<file path="config.mk">
export PLATFORM = sky130hd
export DESIGN_NAME = usb_transfer_descriptor_sequencer
export DESIGN_NICKNAME = d
export VERILOG_FILES = /design/src/sv/utds_pkg.sv /design/src/sv/utds_front.sv /design/src/sv/utds_cmd_queue.sv /design/src/sv/utds_back.sv /design/src/sv/usb_transfer_descriptor_sequencer.sv
export VERILOG_INCLUDE_DIRS = /design/src /design/src/sv
export SDC_FILE = /design/constraint.sdc
export NUM_CORES = 1
export LEC_CHECK = 0
export ABC_AREA = 0
export BUFFER_PORTS_ARGS = -buffer_cell sky130_fd_sc_hd__buf_2
export CORE_AREA = 10 10 181 183
export CTS_CLUSTER_SIZE = 14
export DETAILED_ROUTE_END_ITERATION = 6
export DIE_AREA = 0 0 191 193
export PLACE_DENSITY = 0.77
export SLEW_MARGIN = 30
export SYNTH_ARGS = -nofsm -noshare
export SYNTH_HDL_FRONTEND = slang
export SYNTH_SLANG_ARGS = --single-unit
export TNS_END_PERCENT = 50
</file>
<file path="constraint.sdc">
create_clock -name i_clk -period 20.6 [get_ports i_clk]
set_input_delay 4.12 -clock i_clk [delete_from_list [all_inputs] [get_ports i_clk]]
set_output_delay 4.12 -clock i_clk [all_outputs]
set_load 0.005 [all_outputs]
</file>
<file path="src/sv/usb_transfer_descriptor_sequencer_defines.svh">
// assertion macros for the descriptor sequencer
`ifndef USB_TRANSFER_DESCRIPTOR_SEQUENCER_DEFINES_SVH
`define USB_TRANSFER_DESCRIPTOR_SEQUENCER_DEFINES_SVH

// check a property on every clock edge outside reset
`define UTDS_ASSERT(label, clk, rst_n, prop, msg) \
    label: assert property (@(posedge clk) disable iff (!rst_n) prop) \
        else $error(msg);

// check a property on every clock edge, reset included
`define UTDS_ASSERT_ALWAYS(label, clk, prop, msg) \
    label: assert property (@(posedge clk) prop) else $error(msg);

`endif

</file>
<file path="src/sv/utds_pkg.sv">
// shared types and constants of the descriptor sequencer
`timescale 1ns / 1ps

package utds_pkg;

    // parameter defaults
    localparam int DEF_MAX_TRANSFER_BYTES  = 4096;
    localparam int DEF_MAX_PACKET_BYTES    = 64;
    localparam int DEF_CONTROL_CHUNK_BYTES = 64;

    // length field width in the command, covers the largest allowed transfer
    localparam int LEN_W = 14;
    // packet size width, covers 64 bytes
    localparam int PKT_W = 7;

    localparam logic       MODE_START = 1'b0;
    localparam logic       MODE_NEXT  = 1'b1;

    localparam logic [1:0] KIND_CONTROL   = 2'd0;
    localparam logic [1:0] KIND_INTERRUPT = 2'd1;
    localparam logic [1:0] KIND_BULK      = 2'd2;

    localparam logic [7:0] PID_SETUP = 8'h2d;
    localparam logic [7:0] PID_IN    = 8'h69;
    localparam logic [7:0] PID_OUT   = 8'he1;

    localparam logic [10:0] MAXLEN_NULL = 11'h7ff;

    typedef struct packed {
        logic        mode;
        logic [1:0]  transfer_kind;
        logic [7:0]  device_address;
        logic [7:0]  endpoint_field;
        logic [15:0] transfer_length;
        logic [15:0] pkt_size_limit;
        logic [1:0]  toggle_in;
        logic [7:0]  request_type;
        logic [15:0] request_length;
        logic [31:0] data_base;
        logic [31:0] setup_base;
    } t_request;

    typedef struct packed {
        logic        accepted;
        logic        descriptor_valid;
        logic [31:0] status_word;
        logic [31:0] token_word;
        logic [31:0] buffer_word;
        logic        last_descriptor;
        logic        final_toggle;
    } t_result;

    // classified request handed from the front to the back
    typedef struct packed {
        logic             is_next;
        logic             ok;
        logic             ctrl;
        logic [6:0]       addr;
        logic [3:0]       ep;
        logic             dir_in;
        logic             toggle;
        logic [PKT_W-1:0] pkt;
        logic [LEN_W-1:0] len;
        logic [31:0]      data_base;
        logic [31:0]      setup_base;
    } t_cmd;

endpackage

</file>
<file path="src/sv/utds_front.sv">
// front end: packs each request into a command, checking it as a start request
`timescale 1ns / 1ps

module utds_front import utds_pkg::*; #(
    parameter int MAX_TRANSFER_BYTES  = DEF_MAX_TRANSFER_BYTES,
    parameter int MAX_PACKET_BYTES    = DEF_MAX_PACKET_BYTES,
    parameter int CONTROL_CHUNK_BYTES = DEF_CONTROL_CHUNK_BYTES
) (
    input  t_request i_req,
    output t_cmd     o_cmd
);

    logic ctrl;
    logic data_kind;
    logic base_ok;
    logic ctrl_ok;
    logic data_ok;

    always_comb begin
        ctrl      = (i_req.transfer_kind == KIND_CONTROL);
        data_kind = (i_req.transfer_kind == KIND_INTERRUPT) ||
                    (i_req.transfer_kind == KIND_BULK);
        base_ok   = !i_req.device_address[7] &&
                    (i_req.transfer_length <= 16'(MAX_TRANSFER_BYTES));
        ctrl_ok   = (i_req.endpoint_field <= 8'd15) &&
                    (i_req.transfer_length == i_req.request_length);
        data_ok   = (i_req.endpoint_field[6:0] <= 7'd15) &&
                    (i_req.pkt_size_limit != 16'd0) &&
                    (i_req.pkt_size_limit <= 16'(MAX_PACKET_BYTES)) &&
                    !i_req.toggle_in[1] &&
                    !((i_req.transfer_kind == KIND_INTERRUPT) &&
                      (i_req.transfer_length == 16'd0));

        o_cmd.is_next    = (i_req.mode == MODE_NEXT);
        o_cmd.ok         = base_ok && ((ctrl && ctrl_ok) || (data_kind && data_ok));
        o_cmd.ctrl       = ctrl;
        o_cmd.addr       = i_req.device_address[6:0];
        o_cmd.ep         = i_req.endpoint_field[3:0];
        o_cmd.dir_in     = ctrl ? i_req.request_type[7] : i_req.endpoint_field[7];
        o_cmd.toggle     = ctrl ? 1'b1 : i_req.toggle_in[0];
        o_cmd.pkt        = ctrl ? PKT_W'(CONTROL_CHUNK_BYTES) : i_req.pkt_size_limit[PKT_W-1:0];
        o_cmd.len        = i_req.transfer_length[LEN_W-1:0];
        o_cmd.data_base  = i_req.data_base;
        o_cmd.setup_base = i_req.setup_base;
    end

endmodule

</file>
<file path="src/sv/utds_cmd_queue.sv">
// two-entry command queue between front and back
`timescale 1ns / 1ps
`include "usb_transfer_descriptor_sequencer_defines.svh"

module utds_cmd_queue import utds_pkg::*; (
    input  logic i_clk,
    input  logic i_rst_n,
    input  logic i_push,
    input  t_cmd i_cmd,
    output logic o_full,
    input  logic i_pop,
    output logic o_valid,
    output t_cmd o_cmd
);

    logic r_head_valid, n_head_valid;
    logic r_tail_valid, n_tail_valid;
    t_cmd r_head, n_head;
    t_cmd r_tail, n_tail;

    always_comb begin
        n_head_valid = r_head_valid;
        n_tail_valid = r_tail_valid;
        n_head       = r_head;
        n_tail       = r_tail;
        if (i_pop) begin
            n_head       = r_tail;
            n_head_valid = r_tail_valid;
            n_tail_valid = 1'b0;
            if (i_push) begin
                if (r_tail_valid) begin
                    n_tail       = i_cmd;
                    n_tail_valid = 1'b1;
                end else begin
                    n_head       = i_cmd;
                    n_head_valid = 1'b1;
                end
            end
        end else if (i_push) begin
            if (!r_head_valid) begin
                n_head       = i_cmd;
                n_head_valid = 1'b1;
            end else begin
                n_tail       = i_cmd;
                n_tail_valid = 1'b1;
            end
        end
    end

    always_ff @(posedge i_clk) begin
        r_head <= n_head;
        r_tail <= n_tail;
        if (!i_rst_n) begin
            r_head_valid <= 1'b0;
            r_tail_valid <= 1'b0;
        end else begin
            r_head_valid <= n_head_valid;
            r_tail_valid <= n_tail_valid;
        end
    end

    assign o_full  = r_tail_valid;
    assign o_valid = r_head_valid;
    assign o_cmd   = r_head;

    `UTDS_ASSERT(a_tail_needs_head, i_clk, i_rst_n, r_tail_valid |-> r_head_valid, "queue tail without head")
    `UTDS_ASSERT(a_push_pop_keeps, i_clk, i_rst_n, (i_push && i_pop && r_head_valid) |=> r_head_valid, "queue lost an entry")

endmodule

</file>
<file path="src/sv/utds_back.sv">
// back end: descriptor sequencer state and the result register
`timescale 1ns / 1ps
`include "usb_transfer_descriptor_sequencer_defines.svh"

module utds_back import utds_pkg::*; #(
    parameter int MAX_TRANSFER_BYTES = DEF_MAX_TRANSFER_BYTES
) (
    input  logic    i_clk,
    input  logic    i_rst_n,
    input  logic    i_cfg_we,
    input  logic    i_cfg_wdata,
    input  logic    i_cmd_valid,
    input  t_cmd    i_cmd,
    output logic    o_cmd_pop,
    output logic    o_empty,
    input  logic    i_pop,
    output t_result o_result
);

    localparam int BL_W = $clog2(MAX_TRANSFER_BYTES + 1);

    typedef enum logic [1:0] {
        ST_IDLE,
        ST_SETUP,
        ST_DATA,
        ST_STATUS
    } t_stage;

    t_stage            r_stage, n_stage;
    logic [BL_W-1:0]   r_bytes_left, n_bytes_left;
    logic              r_toggle, n_toggle;
    logic [6:0]        r_addr, n_addr;
    logic [3:0]        r_ep, n_ep;
    logic              r_dir_in, n_dir_in;
    logic [PKT_W-1:0]  r_pkt, n_pkt;
    logic [31:0]       r_buf_ptr, n_buf_ptr;
    logic [31:0]       r_setup_addr, n_setup_addr;
    logic              r_ctrl, n_ctrl;
    logic              r_low_speed;
    logic              r_out_valid, n_out_valid;
    t_result           r_out, n_out;

    logic              fire;
    logic [PKT_W-1:0]  chunk;
    logic              fin;

    function automatic logic [31:0] make_status(input logic ls, input logic ioc);
        logic [31:0] w;
        w     = 32'd0;
        w[28] = 1'b1;
        w[27] = 1'b1;
        w[26] = ls;
        w[24] = ioc;
        w[23] = 1'b1;
        return w;
    endfunction

    function automatic logic [31:0] make_token(input logic [7:0] pid, input logic [6:0] addr,
                                               input logic [3:0] ep, input logic tog,
                                               input logic [10:0] maxlen);
        return {maxlen, 1'b0, tog, ep, addr, pid};
    endfunction

    // a command moves when the result register is free or being drained
    assign fire      = i_cmd_valid && (!r_out_valid || i_pop);
    assign o_cmd_pop = fire;

    always_comb begin
        chunk = (r_bytes_left < BL_W'(r_pkt)) ? r_bytes_left[PKT_W-1:0] : r_pkt;
        fin   = (r_bytes_left <= BL_W'(r_pkt));

        n_stage      = r_stage;
        n_bytes_left = r_bytes_left;
        n_toggle     = r_toggle;
        n_addr       = r_addr;
        n_ep         = r_ep;
        n_dir_in     = r_dir_in;
        n_pkt        = r_pkt;
        n_buf_ptr    = r_buf_ptr;
        n_setup_addr = r_setup_addr;
        n_ctrl       = r_ctrl;
        n_out        = '0;
        n_out_valid  = r_out_valid && !i_pop;

        if (fire) begin
            n_out_valid = 1'b1;
            if (!i_cmd.is_next) begin
                n_out.accepted = i_cmd.ok;
                if (i_cmd.ok) begin
                    n_stage      = i_cmd.ctrl ? ST_SETUP : ST_DATA;
                    n_bytes_left = i_cmd.len[BL_W-1:0];
                    n_toggle     = i_cmd.toggle;
                    n_addr       = i_cmd.addr;
                    n_ep         = i_cmd.ep;
                    n_dir_in     = i_cmd.dir_in;
                    n_pkt        = i_cmd.pkt;
                    n_buf_ptr    = i_cmd.data_base;
                    n_setup_addr = i_cmd.setup_base;
                    n_ctrl       = i_cmd.ctrl;
                end
            end else begin
                case (r_stage)
                    ST_SETUP: begin
                        n_out.descriptor_valid = 1'b1;
                        n_out.status_word = make_status(r_low_speed, 1'b0);
                        n_out.token_word  = make_token(PID_SETUP, r_addr, r_ep, 1'b0, 11'd7);
                        n_out.buffer_word = r_setup_addr;
                        n_stage = (r_bytes_left != '0) ? ST_DATA : ST_STATUS;
                    end
                    ST_STATUS: begin
                        n_out.descriptor_valid = 1'b1;
                        n_out.status_word = make_status(r_low_speed, 1'b1);
                        n_out.token_word  = make_token(r_dir_in ? PID_OUT : PID_IN,
                                                       r_addr, r_ep, 1'b1, MAXLEN_NULL);
                        n_out.last_descriptor = 1'b1;
                        n_stage = ST_IDLE;
                    end
                    ST_DATA: begin
                        n_out.descriptor_valid = 1'b1;
                        n_out.token_word = make_token(r_dir_in ? PID_IN : PID_OUT,
                                                      r_addr, r_ep, r_toggle,
                                                      (chunk == '0) ? MAXLEN_NULL
                                                          : 11'(chunk - PKT_W'(1)));
                        // zero-length data packet points nowhere
                        n_out.buffer_word = (!r_ctrl && chunk == '0) ? 32'd0 : r_buf_ptr;
                        n_toggle     = !r_toggle;
                        n_buf_ptr    = r_buf_ptr + 32'(chunk);
                        n_bytes_left = r_bytes_left - BL_W'(chunk);
                        if (r_ctrl) begin
                            n_out.status_word = make_status(r_low_speed, 1'b0);
                            if (fin) begin
                                n_stage = ST_STATUS;
                            end
                        end else begin
                            n_out.status_word     = make_status(r_low_speed, fin);
                            n_out.final_toggle    = !r_toggle;
                            n_out.last_descriptor = fin;
                            if (fin) begin
                                n_stage = ST_IDLE;
                            end
                        end
                    end
                    default: begin
                        n_out = '0;
                    end
                endcase
            end
        end else if (r_out_valid && !i_pop) begin
            n_out = r_out;
        end
    end

    always_ff @(posedge i_clk) begin
        r_bytes_left <= n_bytes_left;
        r_toggle     <= n_toggle;
        r_addr       <= n_addr;
        r_ep         <= n_ep;
        r_dir_in     <= n_dir_in;
        r_pkt        <= n_pkt;
        r_buf_ptr    <= n_buf_ptr;
        r_setup_addr <= n_setup_addr;
        r_ctrl       <= n_ctrl;
        r_out        <= n_out;
        if (!i_rst_n) begin
            r_stage     <= ST_IDLE;
            r_out_valid <= 1'b0;
            r_low_speed <= 1'b0;
        end else begin
            r_stage     <= n_stage;
            r_out_valid <= n_out_valid;
            if (i_cfg_we) begin
                r_low_speed <= i_cfg_wdata;
            end
        end
    end

    assign o_empty  = !r_out_valid;
    assign o_result = r_out;

    `UTDS_ASSERT(a_fire_fills, i_clk, i_rst_n, fire |=> r_out_valid, "result register not loaded")
    `UTDS_ASSERT(a_acc_or_desc, i_clk, i_rst_n, r_out_valid |-> !(r_out.accepted && r_out.descriptor_valid), "start and descriptor result mixed")
    `UTDS_ASSERT(a_last_ioc, i_clk, i_rst_n, (r_out_valid && r_out.last_descriptor) |-> (r_out.descriptor_valid && r_out.status_word[24]), "last descriptor without interrupt bit")
    `UTDS_ASSERT(a_idle_after_last, i_clk, i_rst_n, (fire && n_out.last_descriptor) |=> (r_stage == ST_IDLE), "sequencer busy after last descriptor")

endmodule

</file>
<file path="src/sv/usb_transfer_descriptor_sequencer.sv">
// top level of the usb transfer descriptor sequencer
`timescale 1ns / 1ps

// channel   | direction | handshake         | payload
// request   | in        | push / full       | i_req (t_request)
// result    | out       | pop / empty       | o_result (t_result)
// config    | in        | i_cfg_we          | i_cfg_wdata (low-speed device)
//
// one request in and one result out per cycle when neither side stalls
// each request passes through the command queue and then the back-end result register
// before it shows on the ports
// the back end takes a new request while its result register is free or being drained
// a stalled result side fills the two-entry queue, after which full rises
// reset is synchronous and empties the queue and the result register

module usb_transfer_descriptor_sequencer import utds_pkg::*; #(
    parameter int MAX_TRANSFER_BYTES  = DEF_MAX_TRANSFER_BYTES,
    parameter int MAX_PACKET_BYTES    = DEF_MAX_PACKET_BYTES,
    parameter int CONTROL_CHUNK_BYTES = DEF_CONTROL_CHUNK_BYTES
) (
    input  logic     i_clk,
    input  logic     i_rst_n,
    // request side
    input  logic     push,
    output logic     full,
    input  t_request i_req,
    // result side
    output logic     empty,
    input  logic     pop,
    output t_result  o_result,
    // low-speed device register
    input  logic     i_cfg_we,
    input  logic     i_cfg_wdata
);

    t_cmd front_cmd;
    t_cmd queue_cmd;
    logic queue_valid;
    logic queue_pop;
    logic queue_push;

    // a request enters when the queue has room
    assign queue_push = push && !full;

    // check and classify the request as it arrives
    utds_front #(
        .MAX_TRANSFER_BYTES (MAX_TRANSFER_BYTES),
        .MAX_PACKET_BYTES   (MAX_PACKET_BYTES),
        .CONTROL_CHUNK_BYTES(CONTROL_CHUNK_BYTES)
    ) u_front (
        .i_req (i_req),
        .o_cmd (front_cmd)
    );

    // decouples the request side from result stalls
    utds_cmd_queue u_queue (
        .i_clk   (i_clk),
        .i_rst_n (i_rst_n),
        .i_push  (queue_push),
        .i_cmd   (front_cmd),
        .o_full  (full),
        .i_pop   (queue_pop),
        .o_valid (queue_valid),
        .o_cmd   (queue_cmd)
    );

    // runs the descriptor sequence and holds the outgoing result
    utds_back #(
        .MAX_TRANSFER_BYTES (MAX_TRANSFER_BYTES)
    ) u_back (
        .i_clk       (i_clk),
        .i_rst_n     (i_rst_n),
        .i_cfg_we    (i_cfg_we),
        .i_cfg_wdata (i_cfg_wdata),
        .i_cmd_valid (queue_valid),
        .i_cmd       (queue_cmd),
        .o_cmd_pop   (queue_pop),
        .o_empty     (empty),
        .i_pop       (pop),
        .o_result    (o_result)
    );

endmodule
</file>
==> impl_metrics.json <==
{
  "worst_ep_required_time_ns": 20.74,
  "hp-start": "u_queue.o_cmd[17]$_DFFE_PP_",
  "regToRegStartpoint": "u_back.r_bytes_left[10]$_DFFE_PP_",
  "ys.warnings.count": 0,
  "yosysMostFrequentCell": "edfxtp_1",
  "syn2layout_area_growth_pct": 15.8,
  "ios": 249,
  "crit_fanout": 70,
  "grt_max_degree": 76,
  "wirelength_um": 32500,
  "ir_drop_mv": 0.0617,
  "rr_worst_depth": 13,
  "cts.sinks": 366,
  "grt_overflow": 0,
  "wire_per_inst_um": 19.4,
  "antenna_found_initial": 0,
  "synth_edf_count": 360,
  "cts_inserted_buffers": 37,
  "finClkSkew_ns": 0.0140,
  "nFillCells": 2159,
  "outcome": "finished, final reports clean",
  "final_area_mm2": 0.0183,
  "timing_hold_violations_final": 0,
  "synthTopCellsByCount": "edfxtp_1, mux2_2, nor2_1",
  "n_antenna_cell": 0,
  "preCtsSetupSlack_ns": 13.32,
  "dieWidth_um": 191,
  "clk_latency_ns": 0.51,
  "detail-route-antenna-nets": 0,
  "rsz0062_at_grt": "false",
  "max_freq_mhz": 149,
  "yosysTopAreaCell": "edfxtp_1",
  "critPathKind": "in2reg",
  "cap_violations": 0,
  "nNetsFinal": 1430,
  "netlist_instances": 1035,
  "setup_tns_ns": 0,
  "ys.flop_type": "edfxtp_1",
  "period_minus_slack_ns": 6.73,
  "hold_end": "u_back.r_setup_addr[17]$_DFFE_PP_",
  "worstMarginPinSlew_ns": 0.909,
  "synth.avg_cell_area_um2": 15.3,
  "avgViaCountPerCell": 5.40,
  "track_usage": 0.173,
  "ys_seq_elements": 366,
  "fp.coreArea_mm2": 0.0292,
  "regArea_mm2": 0.0109,
  "die_y_um": 193,
  "worstHoldPathCells": 0,
  "synth.distinct_cells": 59,
  "async_flop_share": 0,
  "portBuffers": 211,
  "cts_buffer_depth": 3,
  "vias": 9030,
  "clkTransAtPathRegs_ns": 0.06,
  "rrSetupSlack_ns": 15.46,
  "yosysTopAreaCellShare": 0.685,
  "row_count": 63,
  "drt-pass1-iter-count": 5,
  "p_leak_nw": 6.85,
  "post_dp_cell_area_mm2": 0.0171,
  "grt_pass1_vias": 9337,
  "p_total_w": 0.00160,
  "relSlewSlack": 0.394,
  "syn-cell-area_mm2": 0.0158,
  "fin_util": 0.625,
  "grt_first_pass_wirelength_um": 50600,
  "drt_iter0_drc": 722,
  "netlist_top_cells_area": "edfxtp_1, mux2_2, ha_1, xnor2_1, buf_4",
  "dp_hpwl_um": 21900,
  "finalCritPeriodShare": 0.327,
  "hold_buffers": 0,
  "setup_violations": 0,
  "die_area_mm2": 0.0369,
  "arrival_ns": 6.86,
  "post_cts_buffers": 0,
  "reg2reg_to": "u_back.r_buf_ptr[31]$_DFFE_PP_",
  "cts_tree": "built",
  "htreeDepth": 2,
  "drc": 0,
  "multiInputGateArea_mm2": 0.00445,
  "final_layout_size_suffix_gt1_frac": 0.318,
  "final_max_slew_viol_count": 0,
  "hold_path_class": "reg2reg",
  "cts_resized": 0,
  "ys_seq_area_frac": 0.692,
  "clock-root-buffer": "clkbuf_16",
  "critPathLaunchType": "input port",
  "power-per-cell-area_mw_per_mm2": 87.7,
  "initial_core_util": 0.540,
  "gp_congestion": 0.846,
  "setup_slack_ns": 13.87,
  "critical_path.endpoint_type": "flip-flop"
}
## registers in the layout, indices dropped and copies added (netlist names)
register,count
u_back.r_pkt,7
u_back.o_result,62
u_back.r_ep,4
u_back.r_addr,7
u_queue.o_valid,1
u_back.r_buf_ptr,32
u_queue.r_tail,100
u_back.r_dir_in,1
u_queue.o_cmd,100
u_back.r_setup_addr,32
u_back.r_stage,2
u_queue.o_full,1
u_back.r_ctrl,1
u_back.r_out_valid,1
u_back.r_bytes_left,13
u_back.r_low_speed,1
u_back.r_toggle,1
## how the worst max path moves through the flow
| stage | startpoint | to | slack (ns) | cells after the start |
|---|---|---|---|---|
| after global routing | pop | u_queue.o_cmd[84]$_DFFE_PP_ | 13.61 | 8 |
| after CTS | pop | u_queue.o_cmd[84]$_DFFE_PP_ | 13.84 | 8 |
| after global placement | pop | u_queue.o_cmd[81]$_DFFE_PP_ | 13.33 | 8 |
| after floorplan | pop | u_queue.r_tail[0]$_DFFE_PP_ | 7.11 | 3 |
| after detailed placement | pop | u_queue.o_cmd[81]$_DFFE_PP_ | 13.32 | 8 |
| final | pop | u_queue.o_cmd[83]$_DFFE_PP_ | 13.87 | 8 |
## per-stage QoR
step                hold WS, ns  cells
floorplan                 0.400   1064
global placement          0.401   1602
detailed placement        0.405   1603
CTS                       0.418   1670
global route              0.423   1671
finish                    0.416   1671
## report_power, final
part / switching (W) / internal [W] / total [W]
sequential: 0.0000120 / 0.000858 / 0.000870
clock: 0.000267 / 0.000365 / 0.000632
combinational: 0.0000578 / 0.0000442 / 0.000102
## critical path, stage by stage
cell and delay, ns:
buf_2 0.07, nor2_1 0.04, clkinv_2 0.04, buf_4 0.69
nand2_1 0.42, o21ai_4 0.13, buf_4 0.52, buf_4 0.71
## metal layers
| layer | GRT usage | routed length [µm] | vias to the layer above |
|---|---|---|---|
| met4 | 0.0672 | 1000 | 0 |
| met3 | 0.0336 | 2210 | 67 |
| met2 | 0.278 | 15200 | 298 |
| met5 | 0 | 0 | - |
| met1 | 0.231 | 14100 | 4372 |
| li1 | - | - | 4293 |
## cells in the final DEF (no fill, tap or decap), types with 6 or more instances in the layout
cell,synthesis,routed
and2_1,15,15
clkinv_1,2,6
nor2b_1,9,9
xnor2_1,36,36
a21oi_1,47,46
o21ai_0,18,17
buf_2,2,211
o21a_1,11,11
ha_1,28,28
clkbuf_1,26,10
or2_2,8,8
nor4_1,13,13
clkinv_2,0,10
xor2_1,24,24
nand3_1,15,14
nor3_1,16,15
conb_1,1,30
buf_4,38,12
and3_1,6,6
nor2_1,67,66
dfxtp_1,6,6
nand2_1,27,27
mux2i_1,8,8
clkbuf_16,0,38
nand2b_1,6,6
a22o_1,32,32
nand4_1,6,6
edfxtp_1,360,360
a211oi_1,8,8
mux2_2,111,111
inv_1,31,31
## logic make-up (layout without fill, tap and decap cells)
family | after synthesis | after routing | synth area share
DFF | 366 | 366 | 0.692
adders and majority gates | 30 | 30 | 0.0247
and+or+nand+nor | 205 | 205 | 0.0662
muxes | 119 | 119 | 0.0842
AOI/OAI and AO/OA | 148 | 148 | 0.0632
other | 1 | 30 | 0.000237
buffers and inverters | 106 | 323 | 0.0358
xor gates and xnor gates | 60 | 60 | 0.0333
## area by class of cell
type,instances,share of cell area
clock buffers,48,0.0541
repair buffers,223,0.0627
inverters,33,0.00684
multi-input cells,592,0.243
well taps,390,0.0267
clock inverters,19,0.00849
flip-flops and latches,366,0.598
Note: power is estimated with default switching activity, not from simulation.
